--- src/rtl/mqttrd_pkg.sv ---
// Shared types, codes and defaults for the MQTT receive deframer.
// Used by the front, queue, back and top-level modules; depends on nothing.
package mqttrd_pkg;

  localparam int MAX_TOPIC_DEF        = 64;
  localparam int MAX_LENGTH_BYTES_DEF = 4;
  localparam int QUEUE_DEPTH_DEF      = 4;

  localparam logic [3:0] EV_TOPIC       = 4'd0;
  localparam logic [3:0] EV_PAYLOAD     = 4'd1;
  localparam logic [3:0] EV_CONNACK_OK  = 4'd2;
  localparam logic [3:0] EV_CONNACK_REF = 4'd3;
  localparam logic [3:0] EV_SUBACK      = 4'd4;
  localparam logic [3:0] EV_PINGRESP    = 4'd5;
  localparam logic [3:0] EV_UNKNOWN     = 4'd6;
  localparam logic [3:0] EV_PUB_END     = 4'd7;
  localparam logic [3:0] EV_PUB_DROP    = 4'd8;
  localparam logic [3:0] EV_MALFORMED   = 4'd9;

  localparam logic [3:0] PK_CONNACK  = 4'd2;
  localparam logic [3:0] PK_PUBLISH  = 4'd3;
  localparam logic [3:0] PK_SUBACK   = 4'd9;
  localparam logic [3:0] PK_PINGRESP = 4'd13;

  typedef struct packed {
    logic [3:0] kind;
    logic [7:0] data;
    logic       pkt_end;
  } ev_t;

  typedef struct packed {
    ev_t  first;
    logic two;
    ev_t  second;
  } entry_t;

  typedef struct packed {
    logic valid;
    ev_t  ev;
  } fin_t;

  function automatic fin_t finish_ev(input logic [3:0] pkind, input logic len_ge2,
                                     input logic [7:0] code, input logic kept);
    fin_t f;
    f.valid      = 1'b1;
    f.ev.pkt_end = 1'b1;
    f.ev.data    = 8'h00;
    case (pkind)
      PK_CONNACK: begin
        f.valid   = len_ge2;
        f.ev.kind = (code == 8'h00) ? EV_CONNACK_OK : EV_CONNACK_REF;
        f.ev.data = code;
      end
      PK_SUBACK:   f.ev.kind = EV_SUBACK;
      PK_PINGRESP: f.ev.kind = EV_PINGRESP;
      PK_PUBLISH:  f.ev.kind = kept ? EV_PUB_END : EV_PUB_DROP;
      default: begin
        f.ev.kind = EV_UNKNOWN;
        f.ev.data = {pkind, 4'h0};
      end
    endcase
    return f;
  endfunction

endpackage

--- src/rtl/mqttrd_front.sv ---
// Front parser: takes one received byte per cycle unless q_full, tracks
// packet framing, pushes each byte's results to the queue. Uses mqttrd_pkg.
module mqttrd_front #(
  parameter int MAX_TOPIC        = 64,
  parameter int MAX_LENGTH_BYTES = 4
) (
  input  logic                clk,
  input  logic                rst_n,
  input  logic                in_valid,
  output logic                in_stall,
  input  logic [7:0]          in_rx_byte,
  input  logic                q_full,
  output logic                push,
  output mqttrd_pkg::entry_t  push_entry
);
  import mqttrd_pkg::*;

  localparam logic [2:0] PH_HEADER   = 3'd0;
  localparam logic [2:0] PH_LENGTH   = 3'd1;
  localparam logic [2:0] PH_BODY     = 3'd2;
  localparam logic [2:0] PH_TOPIC_HI = 3'd3;
  localparam logic [2:0] PH_TOPIC_LO = 3'd4;
  localparam logic [2:0] PH_TOPIC    = 3'd5;
  localparam logic [2:0] PH_PAYLOAD  = 3'd6;
  localparam logic [2:0] PH_DISCARD  = 3'd7;

  localparam logic [2:0]  MaxLb    = 3'(MAX_LENGTH_BYTES);
  localparam logic [16:0] MaxTopic = 17'(MAX_TOPIC);

  logic [2:0]  phase_r, phase_nxt;
  logic [3:0]  kind_r, kind_nxt;
  logic [27:0] accum_r, accum_nxt;
  logic [2:0]  cnt_r, cnt_nxt;
  logic [27:0] left_r, left_nxt;
  logic [15:0] topic_r, topic_nxt;
  logic [7:0]  hi_r, hi_nxt;
  logic [7:0]  code_r, code_nxt;
  logic        kept_r, kept_nxt;
  logic [1:0]  pos_r, pos_nxt;

  logic        accept;
  logic        emit_data;
  logic [3:0]  data_kind;
  logic        malformed;
  logic        do_finish;
  logic [27:0] shifted;
  logic [27:0] left_dec;
  logic [15:0] tl;
  fin_t        fin;

  assign in_stall = q_full;
  assign accept   = in_valid && !q_full;
  assign left_dec = left_r - 28'd1;
  assign tl       = {hi_r, in_rx_byte};

  always_comb begin
    case (cnt_r[1:0])
      2'd0:    shifted = {21'd0, in_rx_byte[6:0]};
      2'd1:    shifted = {14'd0, in_rx_byte[6:0], 7'd0};
      2'd2:    shifted = {7'd0, in_rx_byte[6:0], 14'd0};
      default: shifted = {in_rx_byte[6:0], 21'd0};
    endcase
  end

  always_comb begin
    phase_nxt = phase_r;
    kind_nxt  = kind_r;
    accum_nxt = accum_r;
    cnt_nxt   = cnt_r;
    left_nxt  = left_r;
    topic_nxt = topic_r;
    hi_nxt    = hi_r;
    code_nxt  = code_r;
    kept_nxt  = kept_r;
    pos_nxt   = pos_r;
    emit_data = 1'b0;
    data_kind = EV_TOPIC;
    malformed = 1'b0;
    do_finish = 1'b0;
    case (phase_r)
      PH_HEADER: begin
        kind_nxt  = in_rx_byte[7:4];
        accum_nxt = '0;
        cnt_nxt   = '0;
        left_nxt  = '0;
        topic_nxt = '0;
        hi_nxt    = '0;
        code_nxt  = '0;
        kept_nxt  = 1'b0;
        pos_nxt   = '0;
        phase_nxt = PH_LENGTH;
      end
      PH_LENGTH: begin
        accum_nxt = accum_r | shifted;
        cnt_nxt   = cnt_r + 3'd1;
        if (in_rx_byte[7]) begin
          if (cnt_nxt >= MaxLb) begin
            malformed = 1'b1;
            phase_nxt = PH_HEADER;
          end
        end else begin
          left_nxt = accum_nxt;
          if (accum_nxt == 28'd0) begin
            do_finish = 1'b1;
            phase_nxt = PH_HEADER;
          end else begin
            phase_nxt = (kind_r == PK_PUBLISH) ? PH_TOPIC_HI : PH_BODY;
          end
        end
      end
      PH_BODY: begin
        if (kind_r == PK_CONNACK && pos_r == 2'd1) begin
          code_nxt = in_rx_byte;
        end
        pos_nxt  = (pos_r == 2'd2) ? pos_r : pos_r + 2'd1;
        left_nxt = left_dec;
        if (left_dec == 28'd0) begin
          do_finish = 1'b1;
          phase_nxt = PH_HEADER;
        end
      end
      PH_TOPIC_HI: begin
        hi_nxt   = in_rx_byte;
        left_nxt = left_dec;
        if (left_dec == 28'd0) begin
          do_finish = 1'b1;
          phase_nxt = PH_HEADER;
        end else begin
          phase_nxt = PH_TOPIC_LO;
        end
      end
      PH_TOPIC_LO: begin
        left_nxt = left_dec;
        if ({1'b0, tl} >= MaxTopic || {12'd0, tl} > left_dec) begin
          kept_nxt = 1'b0;
          if (left_dec == 28'd0) begin
            do_finish = 1'b1;
            phase_nxt = PH_HEADER;
          end else begin
            phase_nxt = PH_DISCARD;
          end
        end else begin
          kept_nxt  = 1'b1;
          topic_nxt = tl;
          if (left_dec == 28'd0) begin
            do_finish = 1'b1;
            phase_nxt = PH_HEADER;
          end else begin
            phase_nxt = (tl != 16'd0) ? PH_TOPIC : PH_PAYLOAD;
          end
        end
      end
      PH_TOPIC: begin
        emit_data = 1'b1;
        data_kind = EV_TOPIC;
        topic_nxt = topic_r - 16'd1;
        left_nxt  = left_dec;
        if (left_dec == 28'd0) begin
          do_finish = 1'b1;
          phase_nxt = PH_HEADER;
        end else if (topic_nxt == 16'd0) begin
          phase_nxt = PH_PAYLOAD;
        end
      end
      PH_PAYLOAD: begin
        emit_data = 1'b1;
        data_kind = EV_PAYLOAD;
        left_nxt  = left_dec;
        if (left_dec == 28'd0) begin
          do_finish = 1'b1;
          phase_nxt = PH_HEADER;
        end
      end
      PH_DISCARD: begin
        left_nxt = left_dec;
        if (left_dec == 28'd0) begin
          do_finish = 1'b1;
          phase_nxt = PH_HEADER;
        end
      end
      default: phase_nxt = PH_HEADER;
    endcase
  end

  assign fin = finish_ev(kind_r, accum_nxt >= 28'd2, code_nxt, kept_nxt);

  always_comb begin
    push_entry.first         = fin.ev;
    push_entry.two           = 1'b0;
    push_entry.second        = fin.ev;
    if (emit_data) begin
      push_entry.first.kind    = data_kind;
      push_entry.first.data    = in_rx_byte;
      push_entry.first.pkt_end = 1'b0;
      push_entry.two           = do_finish && fin.valid;
    end else if (malformed) begin
      push_entry.first.kind    = EV_MALFORMED;
      push_entry.first.data    = 8'h00;
      push_entry.first.pkt_end = 1'b1;
    end
  end

  assign push = accept && (emit_data || malformed || (do_finish && fin.valid));

  always_ff @(posedge clk) begin
    if (!rst_n) begin
      phase_r <= PH_HEADER;
      kind_r  <= '0;
      accum_r <= '0;
      cnt_r   <= '0;
      left_r  <= '0;
      topic_r <= '0;
      hi_r    <= '0;
      code_r  <= '0;
      kept_r  <= 1'b0;
      pos_r   <= '0;
    end else if (accept) begin
      phase_r <= phase_nxt;
      kind_r  <= kind_nxt;
      accum_r <= accum_nxt;
      cnt_r   <= cnt_nxt;
      left_r  <= left_nxt;
      topic_r <= topic_nxt;
      hi_r    <= hi_nxt;
      code_r  <= code_nxt;
      kept_r  <= kept_nxt;
      pos_r   <= pos_nxt;
    end
  end

endmodule

--- src/rtl/mqttrd_queue.sv ---
// Short FIFO of per-byte result entries between the front parser and the
// output stage. Depends on mqttrd_pkg.
module mqttrd_queue #(
  parameter int DEPTH = 4
) (
  input  logic                clk,
  input  logic                rst_n,
  input  logic                push,
  input  mqttrd_pkg::entry_t  push_entry,
  output logic                full,
  input  logic                pop,
  output logic                nonempty,
  output mqttrd_pkg::entry_t  head
);
  import mqttrd_pkg::*;

  localparam int PW = (DEPTH > 1) ? $clog2(DEPTH) : 1;
  localparam int CW = $clog2(DEPTH + 1);
  localparam logic [PW-1:0] LastPtr = PW'(DEPTH - 1);
  localparam logic [CW-1:0] Depth   = CW'(DEPTH);

  entry_t          mem_r [DEPTH];
  logic [PW-1:0]   wr_r, wr_nxt;
  logic [PW-1:0]   rd_r, rd_nxt;
  logic [CW-1:0]   cnt_r, cnt_nxt;
  logic            do_pop;

  assign full     = (cnt_r == Depth);
  assign nonempty = (cnt_r != '0);
  assign head     = mem_r[rd_r];
  assign do_pop   = pop && nonempty;

  always_comb begin
    wr_nxt  = push ? ((wr_r == LastPtr) ? '0 : wr_r + PW'(1)) : wr_r;
    rd_nxt  = do_pop ? ((rd_r == LastPtr) ? '0 : rd_r + PW'(1)) : rd_r;
    cnt_nxt = cnt_r + CW'(push) - CW'(do_pop);
  end

  always_ff @(posedge clk) begin
    if (push) begin
      mem_r[wr_r] <= push_entry;
    end
  end

  always_ff @(posedge clk) begin
    if (!rst_n) begin
      wr_r  <= '0;
      rd_r  <= '0;
      cnt_r <= '0;
    end else begin
      wr_r  <= wr_nxt;
      rd_r  <= rd_nxt;
      cnt_r <= cnt_nxt;
    end
  end

endmodule

--- src/rtl/mqttrd_back.sv ---
// Output stage: takes queue entries and delivers their one or two results
// through a registered valid/stall port. Depends on mqttrd_pkg.
module mqttrd_back (
  input  logic                clk,
  input  logic                rst_n,
  input  logic                q_nonempty,
  input  mqttrd_pkg::entry_t  q_head,
  output logic                q_pop,
  output logic                out_valid,
  input  logic                out_stall,
  output logic [3:0]          out_event_kind,
  output logic [7:0]          out_data_byte,
  output logic                out_packet_end
);
  import mqttrd_pkg::*;

  logic valid_r, valid_nxt;
  ev_t  ev_r, ev_nxt;
  logic pend_r, pend_nxt;
  ev_t  pend_ev_r, pend_ev_nxt;
  logic advance;

  assign advance = !valid_r || !out_stall;
  assign q_pop   = advance && !pend_r && q_nonempty;

  always_comb begin
    valid_nxt   = valid_r;
    ev_nxt      = ev_r;
    pend_nxt    = pend_r;
    pend_ev_nxt = pend_ev_r;
    if (advance) begin
      if (pend_r) begin
        valid_nxt = 1'b1;
        ev_nxt    = pend_ev_r;
        pend_nxt  = 1'b0;
      end else if (q_nonempty) begin
        valid_nxt   = 1'b1;
        ev_nxt      = q_head.first;
        pend_nxt    = q_head.two;
        pend_ev_nxt = q_head.second;
      end else begin
        valid_nxt = 1'b0;
      end
    end
  end

  always_ff @(posedge clk) begin
    if (!rst_n) begin
      valid_r <= 1'b0;
      pend_r  <= 1'b0;
    end else begin
      valid_r <= valid_nxt;
      pend_r  <= pend_nxt;
    end
  end

  always_ff @(posedge clk) begin
    ev_r      <= ev_nxt;
    pend_ev_r <= pend_ev_nxt;
  end

  assign out_valid      = valid_r;
  assign out_event_kind = ev_r.kind;
  assign out_data_byte  = ev_r.data;
  assign out_packet_end = ev_r.pkt_end;

endmodule

--- src/rtl/mqtt_receive_deframer.sv ---
// Top level of the MQTT receive deframer: front parser, entry queue, output stage.
// Depends on mqttrd_pkg, mqttrd_front, mqttrd_queue and mqttrd_back.
//
// The block accepts one received byte per clock cycle unless stalled and reports
// topic and payload bytes of kept PUBLISH packets and one event at the end of every
// packet but a CONNACK shorter than two bytes. Each byte is parsed in the cycle it
// is accepted; its results pass through the entry queue and the output register. A
// topic or payload byte that ends a packet yields two results, which leave the
// output register in turn; the QUEUE_DEPTH entry queue absorbs that, so input
// stalls only when it fills because the output is stalled or such bytes run long.
module mqtt_receive_deframer #(
  parameter int MAX_TOPIC        = mqttrd_pkg::MAX_TOPIC_DEF,
  parameter int MAX_LENGTH_BYTES = mqttrd_pkg::MAX_LENGTH_BYTES_DEF,
  parameter int QUEUE_DEPTH      = mqttrd_pkg::QUEUE_DEPTH_DEF
) (
  input  logic       clk,
  input  logic       rst_n,
  input  logic       in_valid,
  output logic       in_stall,
  input  logic [7:0] in_rx_byte,
  output logic       out_valid,
  input  logic       out_stall,
  output logic [3:0] out_event_kind,
  output logic [7:0] out_data_byte,
  output logic       out_packet_end
);
  import mqttrd_pkg::*;

  logic   q_full;
  logic   push;
  entry_t push_entry;
  logic   q_pop;
  logic   q_nonempty;
  entry_t q_head;

  mqttrd_front #(
    .MAX_TOPIC       (MAX_TOPIC),
    .MAX_LENGTH_BYTES(MAX_LENGTH_BYTES)
  ) u_front (
    .clk       (clk),
    .rst_n     (rst_n),
    .in_valid  (in_valid),
    .in_stall  (in_stall),
    .in_rx_byte(in_rx_byte),
    .q_full    (q_full),
    .push      (push),
    .push_entry(push_entry)
  );

  mqttrd_queue #(
    .DEPTH(QUEUE_DEPTH)
  ) u_queue (
    .clk       (clk),
    .rst_n     (rst_n),
    .push      (push),
    .push_entry(push_entry),
    .full      (q_full),
    .pop       (q_pop),
    .nonempty  (q_nonempty),
    .head      (q_head)
  );

  mqttrd_back u_back (
    .clk           (clk),
    .rst_n         (rst_n),
    .q_nonempty    (q_nonempty),
    .q_head        (q_head),
    .q_pop         (q_pop),
    .out_valid     (out_valid),
    .out_stall     (out_stall),
    .out_event_kind(out_event_kind),
    .out_data_byte (out_data_byte),
    .out_packet_end(out_packet_end)
  );

endmodule
--- config.mk ---
export PLATFORM = sky130hd
export DESIGN_NAME = mqtt_receive_deframer
export DESIGN_NICKNAME = d
export VERILOG_FILES = /design/src/rtl/mqttrd_pkg.sv /design/src/rtl/mqttrd_front.sv /design/src/rtl/mqttrd_queue.sv /design/src/rtl/mqttrd_back.sv /design/src/rtl/mqtt_receive_deframer.sv
export SDC_FILE = /design/constraint.sdc
export NUM_CORES = 1
export LEC_CHECK = 0
export ABC_AREA = 1
export BUFFER_PORTS_ARGS = -buffer_cell sky130_fd_sc_hd__buf_2
export CORE_UTILIZATION = 40
export DETAILED_ROUTE_END_ITERATION = 10
export HOLD_SLACK_MARGIN = 0.02
export SYNTH_ARGS = -nofsm -noshare
export SYNTH_HDL_FRONTEND = slang
export SYNTH_SLANG_ARGS = --single-unit
--- constraint.sdc ---
create_clock -name clk -period 5.18 [get_ports clk]
set_input_delay 0.259 -clock clk [delete_from_list [all_inputs] [get_ports clk]]
set_output_delay 0.259 -clock clk [all_outputs]
set_load 0.03 [all_outputs]
==> report_table.html <==
<table>
<tr><th>Metric</th><th>Value</th></tr>
<tr><th colspan="2">STA</th></tr>
<tr><td>Final Max Slew Viols</td><td>0</td></tr>
<tr><td>Final clock skew</td><td>0.01814 ns</td></tr>
<tr><td>Max transition margin</td><td>38.45%</td></tr>
<tr><td>Total negative slack for setup checks</td><td>0 ns</td></tr>
<tr><td>Tightest Pin Transition</td><td>0.9223 ns</td></tr>
<tr><td>Final setup viols</td><td>0</td></tr>
<tr><td>Ratio of final minimum period to clock period</td><td>76.35%</td></tr>
<tr><td>Number of hold violations in the final report</td><td>0</td></tr>
<tr><td>Tmin final</td><td>3.955 ns</td></tr>
<tr><td>Maximum clock frequency</td><td>252.9 MHz</td></tr>
<tr><td>RSZ-0062 raised after global routing</td><td>false</td></tr>
<tr><td>Min setup slack post-route</td><td>1.225 ns</td></tr>
<tr><th colspan="2">Power</th></tr>
<tr><td>Leakage power of the design</td><td>0.005340 uW</td></tr>
<tr><td>PD cells</td><td>663.4 nW/um^2</td></tr>
<tr><td>Worst IR drop on VDD</td><td>393.0 uV</td></tr>
<tr><td>Final Total Pwr</td><td>9026 uW</td></tr>
<tr><th colspan="2">Die</th></tr>
<tr><td>Core Region</td><td>29,870 um^2</td></tr>
<tr><td>Total Die Area</td><td>31,350 um^2</td></tr>
<tr><td>FP Rows</td><td>63</td></tr>
<tr><td>Starting density of the core</td><td>41.04%</td></tr>
<tr><td>Die width</td><td>177.1 um</td></tr>
<tr><td>Num ports</td><td>27</td></tr>
<tr><td>Y dimension of the die</td><td>177.1 um</td></tr>
<tr><th colspan="2">Final layout</th></tr>
<tr><td>Share of the core filled with cells in the final layout</td><td>45.54%</td></tr>
<tr><td>Area added between synthesis and finish</td><td>10.98%</td></tr>
<tr><td># diodes</td><td>0</td></tr>
<tr><td>Count of non-filler cells in the finished layout</td><td>1,912</td></tr>
<tr><td>Count of fill cells added during filler insertion</td><td>2,921</td></tr>
<tr><td>Commonest non-fill, non-tap cells in the layout</td><td>sky130_fd_sc_hd__nor2_1 (264), sky130_fd_sc_hd__nand2_1 (223), sky130_fd_sc_hd__o21ai_0 (142), sky130_fd_sc_hd__inv_1 (129), sky130_fd_sc_hd__edfxtp_1 (129)</td></tr>
<tr><td>NumNets Final</td><td>1,548</td></tr>
<tr><td>Commonest non-fill, non-tap cell in the layout</td><td>sky130_fd_sc_hd__nor2_1</td></tr>
<tr><td>Fraction of final layout cells with drive strength greater than 1</td><td>8.739%</td></tr>
<tr><th colspan="2">CTS</th></tr>
<tr><td>Clock Root Buffer</td><td>sky130_fd_sc_hd__clkbuf_16</td></tr>
<tr><td>Num CTS Buffers</td><td>27</td></tr>
<tr><td>CTS tree</td><td>built</td></tr>
<tr><td>Hold bufs inserted after CTS</td><td>0</td></tr>
<tr><td>Clock-pin slew reported for the worst setup and hold paths after clock tree synthesis</td><td>0.06 ns</td></tr>
<tr><td>Buffer depth of the longest clock path</td><td>3</td></tr>
<tr><td>Post-cts repair resize count</td><td>0</td></tr>
<tr><td>Number of levels in the clock H-tree</td><td>1</td></tr>
<tr><td>Setup Buffers After CTS</td><td>0</td></tr>
<tr><td>Clock sinks</td><td>241</td></tr>
<tr><td>Clock latency of the later-clocked register in the worst-skew pair</td><td>0.55 ns</td></tr>
<tr><th colspan="2">Yosys</th></tr>
<tr><td>Biggest area consumer among synthesized cells</td><td>sky130_fd_sc_hd__edfxtp_1</td></tr>
<tr><td>Share of synthesized flip-flops with an asynchronous set or reset</td><td>0%</td></tr>
<tr><td>Cell types with the largest area share after synthesis</td><td>sky130_fd_sc_hd__edfxtp_1 (32%), sky130_fd_sc_hd__dfxtp_1 (18%), sky130_fd_sc_hd__nor2_1 (8.2%)</td></tr>
<tr><td>#FFs+latches synth</td><td>241</td></tr>
<tr><td>Top flip-flop cell by instance count after synthesis</td><td>sky130_fd_sc_hd__edfxtp_1</td></tr>
<tr><td>Synthesized instance count</td><td>1,493</td></tr>
<tr><td>Number of warnings issued by yosys</td><td>0</td></tr>
<tr><td>Number of flops mapped to enable cells by yosys</td><td>129</td></tr>
<tr><td>Share of the yosys chip area belonging to registers</td><td>49.89%</td></tr>
<tr><td>Top-area cell type share of the netlist area</td><td>31.60%</td></tr>
<tr><td>Number of nets produced by synthesis</td><td>1,539</td></tr>
<tr><td>Count of cell types in the netlist</td><td>49</td></tr>
<tr><td>Mapped Avg Cell Area</td><td>8.211 um^2</td></tr>
<tr><td>Combined area of all synthesized cells</td><td>12,260 um^2</td></tr>
<tr><th colspan="2">Critical path</th></tr>
<tr><td>Kind of cell adding the most delay to the critical path</td><td>simple AND/OR/NAND/NOR gates</td></tr>
<tr><td>Element type at the critical path end</td><td>flip-flop</td></tr>
<tr><td>Element type at the critical path start</td><td>flip-flop</td></tr>
<tr><td>Buf/Inv on CP</td><td>3</td></tr>
<tr><td>Most used cell along the critical path</td><td>sky130_fd_sc_hd__nand2_1</td></tr>
<tr><td>Top fanout value on the critical path</td><td>23</td></tr>
<tr><td>Slowest-stage cell, CP</td><td>sky130_fd_sc_hd__nand2_1</td></tr>
<tr><td>CP Cell Sequence</td><td>inv_1, nand2_1, nor2_1, a21oi_1, nand4_1, nor4_1, nand4_1, nand2_1, nand2_1, nand2_1, inv_1, ha_1, fa_1, inv_1, o21ai_0, a21oi_1</td></tr>
<tr><td>Crit-path max cell delay</td><td>0.62 ns</td></tr>
<tr><td>Required @ worst endpoint</td><td>5.66 ns</td></tr>
<tr><td>Kind of critical path</td><td>reg2reg</td></tr>
<tr><td>Critical path data arrival time</td><td>4.44 ns</td></tr>
<tr><th colspan="2">Placement</th></tr>
<tr><td>Number of I/O port buffers</td><td>26</td></tr>
<tr><td>Pre-CTS setup slack</td><td>1.353 ns</td></tr>
<tr><td>GP Congestion</td><td>0.9482</td></tr>
<tr><td>Half-perimeter wire length after placement</td><td>22,650 um</td></tr>
<tr><td>Instance count after placement with tap cells included</td><td>1,863</td></tr>
<tr><th colspan="2">Global route</th></tr>
<tr><td>Global routing usage summed across all routing layers</td><td>21.47%</td></tr>
<tr><td>Number of antenna violations at the first check in global routing</td><td>0</td></tr>
<tr><td>Pin count of the biggest net entering global routing</td><td>65</td></tr>
<tr><td>Wire length of the first global-routing pass</td><td>52,870 um</td></tr>
<tr><td>Via count of the first global-routing pass</td><td>9,587</td></tr>
<tr><td>Total congestion overflow</td><td>0</td></tr>
<tr><th colspan="2">Detailed routing</th></tr>
<tr><td>Number of nets with antenna violations after detailed routing</td><td>0</td></tr>
<tr><td>First-pass detailed-route iteration total</td><td>5</td></tr>
<tr><td>Vias after detailed routing</td><td>10,350</td></tr>
<tr><td>Average wire per cell in the routed design</td><td>17.45 um</td></tr>
<tr><td>Via-to-Cell Ratio</td><td>5.413</td></tr>
<tr><td>Wire length reported by the detailed router</td><td>33,370 um</td></tr>
<tr><td>DRC viols</td><td>0</td></tr>
<tr><td>Detailed Route Iter0 Violations</td><td>1,027</td></tr>
<tr><th colspan="2">Run status</th></tr>
<tr><td>Run status</td><td>completed</td></tr>
<tr><th colspan="2">Worst hold path</th></tr>
<tr><td>Kind of path behind the tightest hold check</td><td>in2reg</td></tr>
<tr><th colspan="2">Job</th></tr>
<tr><td>Max capacitance violation total</td><td>0</td></tr>
</table>
==> final timing paths <==
check	startpoint	end	slack (ns)	depth (start not counted)
worst max-delay path	u_front.phase_r[1]	u_queue.cnt_r[2]	1.23	16
worst min-delay path	out_stall	u_back.pend_r	0.08	5
worst max register to register	u_front.phase_r[1]	u_queue.cnt_r[2]	1.23	16
worst min register to register	u_front.accum_r[0]	u_front.accum_r[0]	0.47	2
==> state kept, by name, summed over array words and instances (netlist names), 4 cells and up, named ones only <==
signal                 flops
u_queue.mem_r            104
u_front.accum_r           28
u_front.left_r            28
u_front.topic_r           16
u_back.pend_ev_r          12
u_back.out_data_byte       8
u_front.code_r             8
u_front.hi_r               8
u_back.out_event_kind      4
u_front.kind_r             4
==> cell usage after synthesis (2+ instances only) <==
| cell | count |
|---|---|
| sky130_fd_sc_hd__nand3_2 | 5 |
| sky130_fd_sc_hd__edfxtp_1 | 129 |
| sky130_fd_sc_hd__nand2_2 | 8 |
| sky130_fd_sc_hd__inv_2 | 3 |
| sky130_fd_sc_hd__o21ai_1 | 4 |
| sky130_fd_sc_hd__nor2_1 | 269 |
| sky130_fd_sc_hd__nor3_1 | 13 |
| sky130_fd_sc_hd__xnor2_1 | 8 |
| sky130_fd_sc_hd__nand4_1 | 36 |
| sky130_fd_sc_hd__a31oi_1 | 26 |
| sky130_fd_sc_hd__a21oi_1 | 128 |
| sky130_fd_sc_hd__o21bai_1 | 2 |
| sky130_fd_sc_hd__nor4_1 | 8 |
| sky130_fd_sc_hd__a22oi_1 | 7 |
| sky130_fd_sc_hd__buf_2 | 7 |
| sky130_fd_sc_hd__inv_1 | 130 |
| sky130_fd_sc_hd__nor2_4 | 4 |
| sky130_fd_sc_hd__o22ai_1 | 39 |
| sky130_fd_sc_hd__dfxtp_1 | 112 |
| sky130_fd_sc_hd__a211oi_1 | 5 |
| sky130_fd_sc_hd__and3_1 | 2 |
| sky130_fd_sc_hd__nor2_2 | 19 |
| sky130_fd_sc_hd__o21ai_0 | 142 |
| sky130_fd_sc_hd__xor2_2 | 3 |
| sky130_fd_sc_hd__nand2_1 | 223 |
| sky130_fd_sc_hd__nor3b_1 | 2 |
| sky130_fd_sc_hd__xor2_1 | 19 |
| sky130_fd_sc_hd__buf_1 | 2 |
| sky130_fd_sc_hd__nand3_1 | 35 |
| sky130_fd_sc_hd__clkbuf_1 | 49 |
| sky130_fd_sc_hd__nor3_2 | 2 |
| sky130_fd_sc_hd__clkinv_1 | 3 |
| sky130_fd_sc_hd__ha_1 | 33 |
==> power by group <==
group          total (uW)  switching [uW]  leakage, uW  internal (uW)
Clock                1870             790     0.000421           1080
Combinational        4450            3130      0.00281           1320
Sequential           2700             228      0.00211           2470
==> logic make-up (layout without fill, tap and decap cells) <==
family / count (synthesis) / after routing / synth area share, %
AND/OR/NAND/NOR: 630 / 630 / 22.07
AO/OA/AOI/OAI: 361 / 361 / 15.91
flip-flops: 241 / 241 / 49.89
buffers and inverters: 197 / 226 / 6.277
adder cells (fa/ha/maj): 34 / 34 / 3.531
XOR/XNOR: 30 / 30 / 2.327
==> routing by layer <==
layer | global-route usage (%) | vias to the layer above | share of wire, %
met5 | 0 | - | 0
met4 | 7.974 | 0 | 3.4
met3 | 2.191 | 77 | 5.5
met2 | 35.82 | 343 | 47
met1 | 28.65 | 4816 | 44
li1 | - | 5113 | -
==> stage by stage <==
step	hold slack, ns	area, um^2
finish	0.08069	13610
floorplan	0.4398	12260
CTS	0.05100	13610
detailed placement	0.4669	12750
global route	0.1009	13610
global placement	0.4630	12750
==> worst min-delay path: stages <==
cell and delay (ns):
sky130_fd_sc_hd__buf_2 0.09, sky130_fd_sc_hd__nand2_1 0.07, sky130_fd_sc_hd__inv_1 0.05, sky130_fd_sc_hd__nand2_1 0.05, sky130_fd_sc_hd__a21oi_1 0.05
==> final cells by class <==
class,instances,area [um^2],share of cell area [%]
flip-flops and latches,241,6116,44.95
multi-input cells,1055,5391,39.63
clock buffers,36,719.4,5.288
inverters,137,516.7,3.798
well taps,390,488.0,3.587
repair buffers,40,235.2,1.729
clock inverters,13,138.9,1.021
(Power assumes the default switching activity.)
